File: src/sv/rau_pkg.sv
// Package: shared constants, opcodes and helper types for the rational accumulator.
`default_nettype none
package rau_pkg;
    localparam int VALUE_WIDTH_DEF = 32;
    localparam int IO_WIDTH = 32;

    localparam logic [2:0] OP_LOAD = 3'd0;
    localparam logic [2:0] OP_ADD  = 3'd1;
    localparam logic [2:0] OP_SUB  = 3'd2;
    localparam logic [2:0] OP_INC  = 3'd3;
    localparam logic [2:0] OP_CMP  = 3'd4;

    localparam logic [1:0] ST_OK   = 2'd0;
    localparam logic [1:0] ST_ZDEN = 2'd1;
    localparam logic [1:0] ST_OVF  = 2'd2;

    // divider request bundle (start and quotient/remainder select)
    typedef struct packed {
        logic start;
        logic quot;
    } div_ctl_t;
endpackage
`default_nettype wire

File: src/sv/rau_if.sv
// Interfaces: valid/ready channels carrying the input and result words.
`default_nettype none
interface rau_in_if;
    logic        valid;
    logic        ready;
    logic [2:0]  opcode;
    logic signed [31:0] operand_num;
    logic signed [31:0] operand_den;
    modport source (output valid, opcode, operand_num, operand_den, input ready);
    modport sink   (input valid, opcode, operand_num, operand_den, output ready);
endinterface

interface rau_out_if;
    logic        valid;
    logic        ready;
    logic signed [31:0] result_num;
    logic signed [31:0] result_den;
    logic        is_less;
    logic        is_greater;
    logic [1:0]  status;
    modport source (output valid, result_num, result_den, is_less, is_greater, status,
                    input ready);
    modport sink   (input valid, result_num, result_den, is_less, is_greater, status,
                    output ready);
endinterface
`default_nettype wire

File: src/sv/rational_accumulator_unit_core.sv
// Top level: rational accumulator with sequenced gcd reduction.
//
// Usage:
//   The block holds one signed fraction num/den, reset to 1/1. An input
//   word (opcode, operand_num, operand_den) is taken on in_ch when valid and
//   ready are both high; exactly one result word follows on out_ch.
//   Load, add, subtract and increment form a new pair (add and subtract from
//   cross-products), then reduce it by a Euclid gcd (truncating remainder, may
//   be negative). Compare leaves the state alone and sets is_less / is_greater.
//   Status: 0 ok, 1 load with zero denominator rejected, 2 wrapped overflow.
// Timing:
//   One item at a time; in_ch.ready is low from accept until the result
//   word leaves. The products are formed in turn on one shared multiplier
//   (one product per cycle, registered). The gcd and both reducing divisions
//   run on one shared bit-serial divider, one remainder or quotient at a
//   time. Add and subtract run the products, the gcd and the divisions;
//   load and increment skip the products. A 0/0 pair skips both divisions.
//   Compare goes to its result word after the products, a rejected load
//   straight from accept. After each result the sequencer returns to idle,
//   where the next word is taken.
// Reset: asynchronous, active low; the state returns to 1/1 and the
//   sequencer to idle. If the receiver stalls, the result word holds on
//   out_ch and no new input is taken until it is taken.
`default_nettype none
module rational_accumulator_unit_core #(
    parameter int VALUE_WIDTH = rau_pkg::VALUE_WIDTH_DEF
) (
    input wire logic clk,
    input wire logic rst_n,
    rau_in_if.sink   in_ch,
    rau_out_if.source out_ch
);
    import rau_pkg::*;
    localparam int W  = VALUE_WIDTH;
    localparam int PW = 2 * W + 2;

    localparam logic [3:0] S_IDLE  = 4'd0;
    localparam logic [3:0] S_MUL0  = 4'd1;
    localparam logic [3:0] S_MUL1  = 4'd2;
    localparam logic [3:0] S_MUL2  = 4'd3;
    localparam logic [3:0] S_FORM  = 4'd4;
    localparam logic [3:0] S_GCD   = 4'd5;
    localparam logic [3:0] S_GWAIT = 4'd6;
    localparam logic [3:0] S_DNUM  = 4'd7;
    localparam logic [3:0] S_WNUM  = 4'd8;
    localparam logic [3:0] S_DDEN  = 4'd9;
    localparam logic [3:0] S_WDEN  = 4'd10;
    localparam logic [3:0] S_OUT   = 4'd11;

    logic [3:0]    state_reg, state_next;
    logic [W-1:0]  held_num_reg, held_num_next;
    logic [W-1:0]  held_den_reg, held_den_next;
    logic [2:0]    op_reg, op_next;
    logic [W-1:0]  c_reg, c_next;
    logic [W-1:0]  d_reg, d_next;
    logic [PW-1:0] pa_reg, pa_next;   // n*d
    logic [PW-1:0] pb_reg, pb_next;   // c*m
    logic [PW-1:0] pc_reg, pc_next;   // m*d
    logic [W-1:0]  nn_reg, nn_next;
    logic [W-1:0]  dd_reg, dd_next;
    logic [W-1:0]  ga_reg, ga_next;
    logic [W-1:0]  gb_reg, gb_next;
    logic          ovf_reg, ovf_next;
    logic          lt_reg, lt_next;
    logic          gt_reg, gt_next;
    logic [1:0]    st_reg, st_next;

    // shared multiplier, one signed product per cycle
    logic signed [W-1:0]  mul_a, mul_b;
    logic signed [2*W-1:0] mul_p;
    assign mul_p = mul_a * mul_b;

    // shared divider on magnitudes
    div_ctl_t      dctl;
    logic [W-1:0]  div_x, div_y, div_res;
    logic          div_done;
    logic          div_xneg, div_yneg;

    rau_div #(.W(W)) u_div (
        .clk      (clk),
        .rst_n    (rst_n),
        .ctl      (dctl),
        .dividend (div_x),
        .divisor  (div_y),
        .done     (div_done),
        .result   (div_res)
    );

    logic [W-1:0]  in_c, in_d;
    logic [PW-1:0] nsum, den_w;
    logic          fit_n, fit_d;
    logic [W-1:0]  rem_s, quo_s;

    function automatic logic [W-1:0] mag(input logic [W-1:0] v);
        mag = v[W-1] ? (~v + W'(1)) : v;
    endfunction

    function automatic logic fits(input logic [PW-1:0] v);
        fits = (v[PW-1:W-1] == {(PW-W+1){1'b0}}) || (v[PW-1:W-1] == {(PW-W+1){1'b1}});
    endfunction

    assign in_c = W'($signed(in_ch.operand_num));
    assign in_d = W'($signed(in_ch.operand_den));

    // signed results from the magnitude divider
    assign rem_s = div_xneg ? (~div_res + W'(1)) : div_res;
    assign quo_s = (div_xneg != div_yneg) ? (~div_res + W'(1)) : div_res;

    always_comb
    begin
        state_next    = state_reg;
        held_num_next = held_num_reg;
        held_den_next = held_den_reg;
        op_next  = op_reg;
        c_next   = c_reg;
        d_next   = d_reg;
        pa_next  = pa_reg;
        pb_next  = pb_reg;
        pc_next  = pc_reg;
        nn_next  = nn_reg;
        dd_next  = dd_reg;
        ga_next  = ga_reg;
        gb_next  = gb_reg;
        ovf_next = ovf_reg;
        lt_next  = lt_reg;
        gt_next  = gt_reg;
        st_next  = st_reg;
        mul_a    = $signed(held_num_reg);
        mul_b    = $signed(d_reg);
        dctl     = '0;
        div_x    = mag(ga_reg);
        div_y    = mag(gb_reg);
        div_xneg = ga_reg[W-1];
        div_yneg = gb_reg[W-1];
        nsum     = (op_reg == OP_SUB) ? (pa_reg - pb_reg) : (pa_reg + pb_reg);
        den_w    = pc_reg;
        fit_n    = fits(nsum);
        fit_d    = fits(den_w);

        unique case (state_reg)
            S_IDLE:
            begin
                if (in_ch.valid)
                begin
                    op_next  = in_ch.opcode;
                    c_next   = in_c;
                    d_next   = in_d;
                    lt_next  = 1'b0;
                    gt_next  = 1'b0;
                    st_next  = ST_OK;
                    ovf_next = 1'b0;
                    if (in_ch.opcode == OP_LOAD)
                    begin
                        if (in_d == '0)
                        begin
                            st_next    = ST_ZDEN;
                            state_next = S_OUT;
                        end
                        else
                        begin
                            pa_next    = PW'($signed(in_c));
                            pb_next    = '0;
                            pc_next    = PW'($signed(in_d));
                            state_next = S_FORM;
                        end
                    end
                    else if (in_ch.opcode == OP_INC)
                    begin
                        pa_next    = PW'($signed(held_num_reg));
                        pb_next    = PW'($signed(held_den_reg));
                        pc_next    = PW'($signed(held_den_reg));
                        state_next = S_FORM;
                    end
                    else if (in_ch.opcode == OP_ADD || in_ch.opcode == OP_SUB
                             || in_ch.opcode == OP_CMP)
                        state_next = S_MUL0;
                    else
                        state_next = S_OUT;
                end
            end
            S_MUL0:
            begin
                pa_next    = PW'(mul_p);
                state_next = S_MUL1;
            end
            S_MUL1:
            begin
                mul_a      = $signed(c_reg);
                mul_b      = $signed(held_den_reg);
                pb_next    = PW'(mul_p);
                state_next = S_MUL2;
            end
            S_MUL2:
            begin
                mul_a   = $signed(held_den_reg);
                mul_b   = $signed(d_reg);
                pc_next = PW'(mul_p);
                if (op_reg == OP_CMP)
                begin
                    lt_next    = $signed(pa_reg) < $signed(pb_reg);
                    gt_next    = $signed(pb_reg) < $signed(pa_reg);
                    state_next = S_OUT;
                end
                else
                    state_next = S_FORM;
            end
            S_FORM:
            begin
                ovf_next   = !fit_n || !fit_d;
                nn_next    = nsum[W-1:0];
                dd_next    = den_w[W-1:0];
                ga_next    = nsum[W-1:0];
                gb_next    = den_w[W-1:0];
                state_next = S_GCD;
            end
            S_GCD:
            begin
                if (gb_reg == '0)
                begin
                    if (ga_reg == '0)
                    begin
                        held_num_next = nn_reg;
                        held_den_next = dd_reg;
                        st_next       = ovf_reg ? ST_OVF : ST_OK;
                        state_next    = S_OUT;
                    end
                    else
                        state_next = S_DNUM;
                end
                else
                begin
                    dctl.start = 1'b1;
                    state_next = S_GWAIT;
                end
            end
            S_GWAIT:
            begin
                if (div_done)
                begin
                    ga_next    = gb_reg;
                    gb_next    = rem_s;
                    state_next = S_GCD;
                end
            end
            S_DNUM:
            begin
                div_x      = mag(nn_reg);
                div_y      = mag(ga_reg);
                dctl.start = 1'b1;
                dctl.quot  = 1'b1;
                state_next = S_WNUM;
            end
            S_WNUM:
            begin
                div_xneg = nn_reg[W-1];
                div_yneg = ga_reg[W-1];
                if (div_done)
                begin
                    nn_next = quo_s;
                    if (div_xneg == div_yneg && div_res[W-1])
                        ovf_next = 1'b1;
                    state_next = S_DDEN;
                end
            end
            S_DDEN:
            begin
                div_x      = mag(dd_reg);
                div_y      = mag(ga_reg);
                dctl.start = 1'b1;
                dctl.quot  = 1'b1;
                state_next = S_WDEN;
            end
            S_WDEN:
            begin
                div_xneg = dd_reg[W-1];
                div_yneg = ga_reg[W-1];
                if (div_done)
                begin
                    held_num_next = nn_reg;
                    held_den_next = quo_s;
                    st_next = (ovf_reg || (div_xneg == div_yneg && div_res[W-1]))
                              ? ST_OVF : ST_OK;
                    state_next = S_OUT;
                end
            end
            S_OUT:
            begin
                if (out_ch.ready)
                    state_next = S_IDLE;
            end
            default: state_next = S_IDLE;
        endcase
    end

    always_ff @(posedge clk or negedge rst_n)
    begin
        if (!rst_n)
        begin
            state_reg    <= S_IDLE;
            held_num_reg <= W'(1);
            held_den_reg <= W'(1);
        end
        else
        begin
            state_reg    <= state_next;
            held_num_reg <= held_num_next;
            held_den_reg <= held_den_next;
        end
    end

    always_ff @(posedge clk)
    begin
        op_reg  <= op_next;
        c_reg   <= c_next;
        d_reg   <= d_next;
        pa_reg  <= pa_next;
        pb_reg  <= pb_next;
        pc_reg  <= pc_next;
        nn_reg  <= nn_next;
        dd_reg  <= dd_next;
        ga_reg  <= ga_next;
        gb_reg  <= gb_next;
        ovf_reg <= ovf_next;
        lt_reg  <= lt_next;
        gt_reg  <= gt_next;
        st_reg  <= st_next;
    end

    assign in_ch.ready        = (state_reg == S_IDLE);
    assign out_ch.valid       = (state_reg == S_OUT);
    assign out_ch.result_num  = IO_WIDTH'($signed(held_num_reg));
    assign out_ch.result_den  = IO_WIDTH'($signed(held_den_reg));
    assign out_ch.is_less     = lt_reg;
    assign out_ch.is_greater  = gt_reg;
    assign out_ch.status      = st_reg;

    a_one_side: assert property (@(posedge clk) disable iff (!rst_n)
        !(in_ch.ready && out_ch.valid))
        else $error("input taken while a result is pending");
    a_cmp_excl: assert property (@(posedge clk) disable iff (!rst_n)
        out_ch.valid |-> !(out_ch.is_less && out_ch.is_greater))
        else $error("compare flags both set");
    a_stall_hold: assert property (@(posedge clk) disable iff (!rst_n)
        out_ch.valid && !out_ch.ready |=> $stable(held_num_reg) && $stable(held_den_reg))
        else $error("state moved while result stalled");
    a_reject_keep: assert property (@(posedge clk) disable iff (!rst_n)
        out_ch.valid && out_ch.status == ST_ZDEN |-> $stable(held_num_reg))
        else $error("rejected load changed state");
endmodule
`default_nettype wire

File: src/sv/rau_div.sv
// Shared unit: bit-serial unsigned restoring divider, one quotient bit per cycle.
`default_nettype none
module rau_div #(
    parameter int W = rau_pkg::VALUE_WIDTH_DEF
) (
    input  wire logic         clk,
    input  wire logic         rst_n,
    input  wire rau_pkg::div_ctl_t ctl,
    input  wire logic [W-1:0] dividend,
    input  wire logic [W-1:0] divisor,
    output logic              done,
    output logic [W-1:0]      result
);
    import rau_pkg::*;
    localparam int CW = $clog2(W + 1);

    logic [W-1:0]  rem_reg, rem_next;
    logic [W-1:0]  q_reg, q_next;
    logic [W-1:0]  d_reg, d_next;
    logic [CW-1:0] cnt_reg, cnt_next;
    logic          busy_reg, busy_next;
    logic          quot_reg, quot_next;
    logic [W:0]    trial;
    logic [W:0]    shifted;

    always_comb
    begin
        rem_next  = rem_reg;
        q_next    = q_reg;
        d_next    = d_reg;
        cnt_next  = cnt_reg;
        busy_next = busy_reg;
        quot_next = quot_reg;
        shifted   = {rem_reg, q_reg[W-1]};
        trial     = shifted - {1'b0, d_reg};
        if (ctl.start)
        begin
            rem_next  = '0;
            q_next    = dividend;
            d_next    = divisor;
            cnt_next  = CW'(W);
            busy_next = 1'b1;
            quot_next = ctl.quot;
        end
        else if (busy_reg)
        begin
            if (!trial[W])
            begin
                rem_next = trial[W-1:0];
                q_next   = {q_reg[W-2:0], 1'b1};
            end
            else
            begin
                rem_next = shifted[W-1:0];
                q_next   = {q_reg[W-2:0], 1'b0};
            end
            cnt_next = cnt_reg - CW'(1);
            if (cnt_reg == CW'(1))
                busy_next = 1'b0;
        end
    end

    always_ff @(posedge clk or negedge rst_n)
    begin
        if (!rst_n)
        begin
            busy_reg <= 1'b0;
            cnt_reg  <= '0;
            quot_reg <= 1'b0;
        end
        else
        begin
            busy_reg <= busy_next;
            cnt_reg  <= cnt_next;
            quot_reg <= quot_next;
        end
    end

    always_ff @(posedge clk)
    begin
        rem_reg <= rem_next;
        q_reg   <= q_next;
        d_reg   <= d_next;
    end

    assign done   = busy_reg && (cnt_reg == CW'(1)) && !ctl.start;
    assign result = quot_reg ? q_next : rem_next;

    a_cnt_idle: assert property (@(posedge clk) disable iff (!rst_n)
        !busy_reg |-> cnt_reg == '0 || ctl.start || $past(done))
        else $error("divider count not cleared when idle");
    a_done_busy: assert property (@(posedge clk) disable iff (!rst_n)
        done |-> busy_reg)
        else $error("divider done without busy");
    a_done_ends: assert property (@(posedge clk) disable iff (!rst_n)
        done && !ctl.start |=> !busy_reg)
        else $error("divider still busy after done");
endmodule
`default_nettype wire

File: src/flat_wrapper.sv
// flat-port wrapper written by rule: the top's interface ports become plain ports
module rational_accumulator_unit_core_flat import rau_pkg::*;
#(
    parameter int VALUE_WIDTH = rau_pkg::VALUE_WIDTH_DEF
)
  (clk, rst_n, in_ch_valid, in_ch_opcode, in_ch_operand_num, in_ch_operand_den, in_ch_ready, out_ch_valid, out_ch_result_num, out_ch_result_den, out_ch_is_less, out_ch_is_greater, out_ch_status, out_ch_ready);
  rau_in_if in_ch_i ();
  rau_out_if out_ch_i ();
  input wire logic clk;
  input wire logic rst_n;
  input wire logic [$bits(in_ch_i.valid)-1:0] in_ch_valid;
  input wire logic [$bits(in_ch_i.opcode)-1:0] in_ch_opcode;
  input wire logic [$bits(in_ch_i.operand_num)-1:0] in_ch_operand_num;
  input wire logic [$bits(in_ch_i.operand_den)-1:0] in_ch_operand_den;
  output wire logic [$bits(in_ch_i.ready)-1:0] in_ch_ready;
  output wire logic [$bits(out_ch_i.valid)-1:0] out_ch_valid;
  output wire logic [$bits(out_ch_i.result_num)-1:0] out_ch_result_num;
  output wire logic [$bits(out_ch_i.result_den)-1:0] out_ch_result_den;
  output wire logic [$bits(out_ch_i.is_less)-1:0] out_ch_is_less;
  output wire logic [$bits(out_ch_i.is_greater)-1:0] out_ch_is_greater;
  output wire logic [$bits(out_ch_i.status)-1:0] out_ch_status;
  input wire logic [$bits(out_ch_i.ready)-1:0] out_ch_ready;
  assign in_ch_i.valid = in_ch_valid;
  assign in_ch_i.opcode = in_ch_opcode;
  assign in_ch_i.operand_num = in_ch_operand_num;
  assign in_ch_i.operand_den = in_ch_operand_den;
  assign in_ch_ready = in_ch_i.ready;
  assign out_ch_valid = out_ch_i.valid;
  assign out_ch_result_num = out_ch_i.result_num;
  assign out_ch_result_den = out_ch_i.result_den;
  assign out_ch_is_less = out_ch_i.is_less;
  assign out_ch_is_greater = out_ch_i.is_greater;
  assign out_ch_status = out_ch_i.status;
  assign out_ch_i.ready = out_ch_ready;
  rational_accumulator_unit_core #(.VALUE_WIDTH(VALUE_WIDTH)) u_core (.clk(clk), .rst_n(rst_n), .in_ch(in_ch_i), .out_ch(out_ch_i));
endmodule
File: config.mk
export PLATFORM = sky130hd
export DESIGN_NAME = rational_accumulator_unit_core_flat
export DESIGN_NICKNAME = d
export VERILOG_FILES = /design/src/sv/rau_pkg.sv /design/src/sv/rau_if.sv /design/src/sv/rational_accumulator_unit_core.sv /design/src/sv/rau_div.sv /design/src/flat_wrapper.sv
export SDC_FILE = /design/constraint.sdc
export NUM_CORES = 2
export LEC_CHECK = 0
export BUFFER_PORTS_ARGS = -buffer_cell sky130_fd_sc_hd__buf_4
export CAP_MARGIN = 10
export CORE_MARGIN = 2
export CORE_UTILIZATION = 35
export CTS_CLUSTER_DIAMETER = 80
export DETAILED_ROUTE_END_ITERATION = 12
export GPL_TIMING_DRIVEN = 0
export PLACE_DENSITY = 0.58
export SLEW_MARGIN = 20
export SYNTH_ARGS = -nofsm -noshare
export SYNTH_HDL_FRONTEND = slang
export SYNTH_SLANG_ARGS = --single-unit
File: constraint.sdc
create_clock -name clk -period 12 [get_ports clk]
set_clock_uncertainty 0.1 [all_clocks]
set_input_delay 1.2 -clock clk [delete_from_list [all_inputs] [get_ports clk]]
set_output_delay 1.2 -clock clk [all_outputs]
set_load 0.01 [all_outputs]
# Word level (Yosys, flattened, before mapping)
# Index checks and enable logic that the tools add are counted.
[word_totals]
register_bits = 570
out_inout_bits = 70
wordCells = 201
[op_classes]
addsub = 9
multipliers = 1
magnitude_cmp = 2
eq_ne = 34
muxes = 85
n_bitwise = 5
n_reduce_logical = 42
[op_table]
columns = ["op", "n"]
rows = [
  ["two-way mux 66 bit", 12],
  ["two-way mux 32 bit", 22],
  ["one-hot mux 32 bit (2 select lines)", 7],
  ["one-hot mux 66 bit (2 select lines)", 3],
  ["adder 32 x 1 -> 32 bit (second input constant)", 5],
  ["inverter 32 bit", 5],
  ["less-than comparator 66 bit", 2],
  ["logical NOT 32 bit", 3],
  ["equality test 35 bit (second input constant)", 2],
  ["logical NOT 35 bit", 2],
  ["adder 66 bit", 1],
  ["subtractor 66 bit", 1],
  ["multiplier 32 x 32 -> 64 bit", 1],
  ["two-way mux 4 bit", 12],
  ["one-hot mux 4 bit (12 select lines)", 1],
  ["subtractor 33 x 32 -> 33 bit", 1],
  ["AND reduction 4 bit", 5],
  ["equality test 4 x 3 -> 1 bit (second input constant)", 4],
  ["equality test 4 bit (second input constant)", 4],
  ["inequality test 2 x 1 -> 1 bit (second input constant)", 8],
  ["two-way mux 2 bit", 7],
  ["nonzero test 2 bit", 7],
  ["two-way mux 1 bit", 13],
  ["two-way mux 6 bit", 2],
  ["other kinds (25)", 48],
]

# Longest topological paths before layout
[depth]
depth_word = 11
depth_mapped = 39
mapped_depth_nobuf = 35

# By module
# From an unflattened synthesis, not the netlist that was laid out.
[hier_totals]
cells_unflattened = 8452
hier_area_um2 = 75172.1
[by_module_without_submodules]
columns = ["mod", "instances", "cells_per_inst", "area_each_um2"]
rows = [
  ["rational_accumulator_unit_core", 1, 7738, 68737.2],
  ["rau_div", 1, 714, 6434.9],
]

# Worst setup path after synthesis
# OpenSTA, ideal clock, no wires.
[synth_path]
path_kind = "register to register"
from = "register u_core.state_reg[0]"
to = "register u_core.pc_reg[64] (netlist: u_core.den_w[64]), data pin"
setup_time_ns = 0.270
arrival_time_ns = 9.553
t_required_ns = 11.630
path_slack_ns = 2.078
path_stages_with_launch = 37
n_path_buf = 5
synth_period_minus_slack_ns = 9.922
path_cell_list = "dfrtp_1 > clkbuf_1 > clkbuf_1 > nor4_1 > clkbuf_1 > mux2i_1 > clkbuf_1 > nor2_1 > fa_1 > inv_1 > fa_1 > inv_1 > fa_1 > fa_1 > inv_1 > fa_1 > inv_1 > fa_1 > inv_1 > fa_1 > inv_1 > fa_1 > ha_1 > clkbuf_1 > a21o_1 > a21o_1 > a21o_1 > a21o_1 > a21oi_1 > nor2b_1 > o21ai_0 > nand2b_1 > a21o_1 > a31o_2 > a21oi_1 > xnor2_1 > o21ai_0"
[synth_via]
elab_chain_len = 4
[synth_rtl]
columns = ["element", "line_no", "text"]
rows = [
  ["start, declared", "rational_accumulator_unit_core.sv:50", "logic [3:0] state_reg, state_next;"],
  ["start signal, assigned", "rational_accumulator_unit_core.sv:305", "state_reg <= state_next;"],
  ["equality test 4 x 2 -> 1 bit", "rational_accumulator_unit_core.sv:140", "unique case (state_reg)"],
  ["one-hot mux 32 bit (2 select lines) or two-way mux 32 bit (tied branches)", "rational_accumulator_unit_core.sv:140", ""],
  ["multiplier 32 x 32 -> 64 bit", "rational_accumulator_unit_core.sv:71", "assign mul_p = mul_a * mul_b;"],
  ["one-hot mux 66 bit (2 select lines) *", "rational_accumulator_unit_core.sv:140", ""],
  ["end signal, assigned", "rational_accumulator_unit_core.sv:318", "pc_reg <= pc_next;"],
  ["end, declared", "rational_accumulator_unit_core.sv:58", "logic [PW-1:0] pc_reg, pc_next;"],
]
# Every way passes the cells marked *; elsewhere a longest branch is shown, timed or not.
# A chain may end at the register's enable or synchronous reset.

# Final worst setup path
[layout_path]
from = "register u_core.state_reg[3]"
to = "register u_core.pa_reg[62], data pin"
[layout_via]
elab_chain_len = 4
[layout_rtl]
columns = ["element", "line_no", "text"]
rows = [
  ["equality test 4 x 2 -> 1 bit", "rational_accumulator_unit_core.sv:140", ""],
  ["one-hot mux 32 bit (2 select lines) or two-way mux 32 bit (tied branches)", "rational_accumulator_unit_core.sv:140", ""],
  ["multiplier 32 x 32 -> 64 bit", "rational_accumulator_unit_core.sv:71", ""],
  ["one-hot mux 66 bit (2 select lines) *", "rational_accumulator_unit_core.sv:140", ""],
  ["net u_core.pa_next[62]", "rational_accumulator_unit_core.sv:56", "logic [PW-1:0] pa_reg, pa_next;"],
  ["end signal, assigned", "rational_accumulator_unit_core.sv:316", "pa_reg <= pa_next;"],
  ["end, declared", "rational_accumulator_unit_core.sv:56", ""],
]
# The timed path passes the listed nets; every way through them passes the cells marked *.

==> results_dict.tcl <==
set metrics [dict create \
    gr-total-overflow 0 \
    design.die.area_mm2 0.220 \
    critPathTopFamily "adder cells" \
    first_pass_grt_wire_length_mm 473 \
    drcViolationCount 0 \
    h-tree-depth 2 \
    synth.yosys.seq_area_share_pct 21.0 \
    synth.mux.area_fraction_pct 1.93 \
    clock-root-buffer "clkbuf_16" \
    finalNetCount 10373 \
    syn_avg_cell_area_um2 8.85 \
    gate_count_of_the_mapped_netlist 8566 \
    final_cell_count_no_fill 11698 \
    final_util_pct 39.0 \
    numPlacedInstances 11581 \
    leading_cell_types_in_the_layout_fill_and_taps_excluded "1211 x inv_1, 1111 x nand2_1, 1082 x fa_1, 928 x nor2_1, 424 x edfxtp_1" \
    crit_type "reg2reg" \
    gp_congestion 1.05 \
    hold_buffers 0 \
    syn-num-nets 10137 \
    route.antenna.remaining_nets 0 \
    cp_slowest_cell "a21oi_2" \
    syn_area_mm2 0.0758 \
    slowest_delay_ps 740 \
    r2r_cells 34 \
    crit_path_end_kind "flip-flop" \
    timing.critical_path.depth 34 \
    synth_simple_gate_area_share_pct 15.5 \
    status "finished, final reports clean" \
    synth_async_sr_flop_share_pct 13.5 \
    routed_wire_length_per_instance_um 28.2 \
    initial_core_util_pct 35.3 \
    grt_start_max_net_pins 77 \
    synth_enable_flop_cells 424 \
    layout_commonest_cell "inv_1" \
    first_global_vias 67464 \
    worst-path-buf-inv 8 \
    clk_pin_slew_ps 70 \
    final_period_minus_worst_setup_slack_ps 11770 \
    maxSlewViolCount 0 \
    drv_cap 0 \
    clock_buffer_depth 3 \
    postSynth.topFlopCell "edfxtp_1" \
    synthesis.yosys.warnings 0 \
    crit_path_frequent_cell "fa_1" \
    dr.pass1.iters 6 \
    placement_rows 170 \
    grt_util_all_layers_pct 29.4 \
    achievable-frequency_mhz 85.0 \
    dp_hpwl_mm 280 \
    synth_adder_area_share_pct 35.5 \
    synth_top_family_by_area "adder cells" \
    drt_iter0_markers 7168 \
    relSlewSlack_pct 15.6 \
    cp_data_required_time_ps 12270 \
    synthToLayoutAreaGrowth_pct 10.5 \
    synth_compound_gate_area_share_pct 13.8 \
    cts_tree "built" \
    grt_antenna_before_repair 17 \
    worst-slew-pin-transition_ps 1270 \
    portBuffers 140 \
    worstHoldPathCells 0 \
    final-setup-viol-count 0 \
    floorplan.die.width_um 470 \
    worst_skew_pair_latency_ps 720 \
    synth_xor_xnor_area_share_pct 3.87 \
    postRouteWirelength_mm 329 \
    post-route-period-util_pct 98.0 \
    cp.arrival_ps 12040 \
    cp_max_fo 10 \
    worst_setup_path_start_kind "flip-flop" \
    core_region_area_mm2 0.215 \
    number_of_unique_standard_cell_types_used_by_synthesis 111 \
    postSynthRegisterBits 564 \
    detail_route.vias_per_cell 5.64 \
    die_y_extent_um 470 \
    hold_class "reg2reg" \
    cts_made_buffers 59 \
    top_ports 141 \
    routed-via-count 65970 \
    final_layout_size_suffix_gt1_share_pct 6.73 \
    tritoncts_num_sinks 564 \
    hold_viol_final 0 \
]
## path summary, 6_finish.rpt
kind,start,endpoint,slack [ps]
setup / recovery,u_core.state_reg[3],u_core.pa_reg[62],230
hold / removal,u_core.den_w[3],u_core.dd_reg[3],370
setup reg to reg,u_core.state_reg[3],u_core.pa_reg[62],230
hold reg to reg,u_core.den_w[3],u_core.dd_reg[3],370
max in group asynchronous,rst_n,u_core.out_ch.result_num[26],10610
min in group asynchronous,rst_n,u_core.u_div.cnt_reg[0],450
## cells in the mapped netlist, types with 54 or more instances
| cell type | instances | area share, % |
|---|---|---|
| nand2_1 | 1118 | 5.5 |
| o21ai_0 | 417 | 2.8 |
| ha_1 | 415 | 6.8 |
| edfxtp_1 | 424 | 17 |
| dfxtp_1 | 64 | 1.7 |
| clkbuf_1 | 371 | 1.8 |
| mux2i_1 | 135 | 1.8 |
| inv_1 | 1213 | 6.0 |
| a31oi_1 | 108 | 0.89 |
| xnor2_1 | 211 | 2.4 |
| a21oi_1 | 448 | 3.0 |
| nor3_1 | 88 | 0.58 |
| dfrtp_1 | 74 | 2.4 |
| xor2_1 | 124 | 1.4 |
| nand3_1 | 69 | 0.46 |
| or3_1 | 54 | 0.45 |
| o31ai_1 | 84 | 0.83 |
| a21o_1 | 126 | 1.2 |
| nor4_1 | 66 | 0.54 |
| nor2_1 | 932 | 4.6 |
| o21bai_1 | 57 | 0.56 |
| fa_1 | 1085 | 29 |
## repair_timing
action,in CTS,in global routing
endpoints found under the hold margin,0,0
endpoints found under the setup margin,85,37
buffers inserted,0,7
gates cloned,0,0
resized for setup,82,119
pin swaps,0,2
## final cells by class
| cell class | count | area, µm² |
|---|---|---|
| diodes | 8 | 20.0 |
| repair buffers | 184 | 1730 |
| clock inverters | 40 | 395 |
| fillers | 21766 | 131000 |
| plain buffers | 446 | 1920 |
| multi-input cells | 6328 | 54100 |
| clock buffers | 71 | 1620 |
| flip-flops and latches | 564 | 15900 |
| well taps | 2838 | 3550 |
| inverters | 1219 | 4590 |
## per-stage QoR
stage / cell area [µm²] / hold slack, ps / TNS, ps / setup slack, ps
6_report: 83800 / 371 / 0 / 235
4_1_cts: 83500 / 376 / 0 / 3.18
2_1_floorplan: 75800 / 326 / 0 / 2080
3_5_place_dp: 81300 / 359 / -40760 / -1380
3_3_place_gp: 80400 / 356 / -176000 / -2400
5_1_grt: 83800 / 391 / -64.3 / -64.2
## cell families (layout without fill, tap and decap cells)
family,count (synthesis),count (layout)
AND/OR/NAND/NOR,2688,2688
buffers and inverters,1674,1960
AO/OA/AOI/OAI,1660,1660
adder cells (fa/ha/maj),1500,1500
flip-flops,564,564
XOR/XNOR,335,335
multiplexers,145,145
other,0,8
## metal layers
layer / part of all wire (%) / global-route usage (%) / vias to the layer above / wire length, µm
met2: 46 / 48.1 / 3416 / 152000
met5: 0.013 / 0 / - / 42
met4: 7.4 / 18.4 / 6 / 24300
met1: 39 / 36.3 / 33110 / 127000
li1: - / - / 28622 / -
met3: 7.8 / 4.36 / 816 / 25700
Power is left out: the tool's default activity adds up to more than one toggle a clock period on the data nets, which glitch-free logic cannot reach.
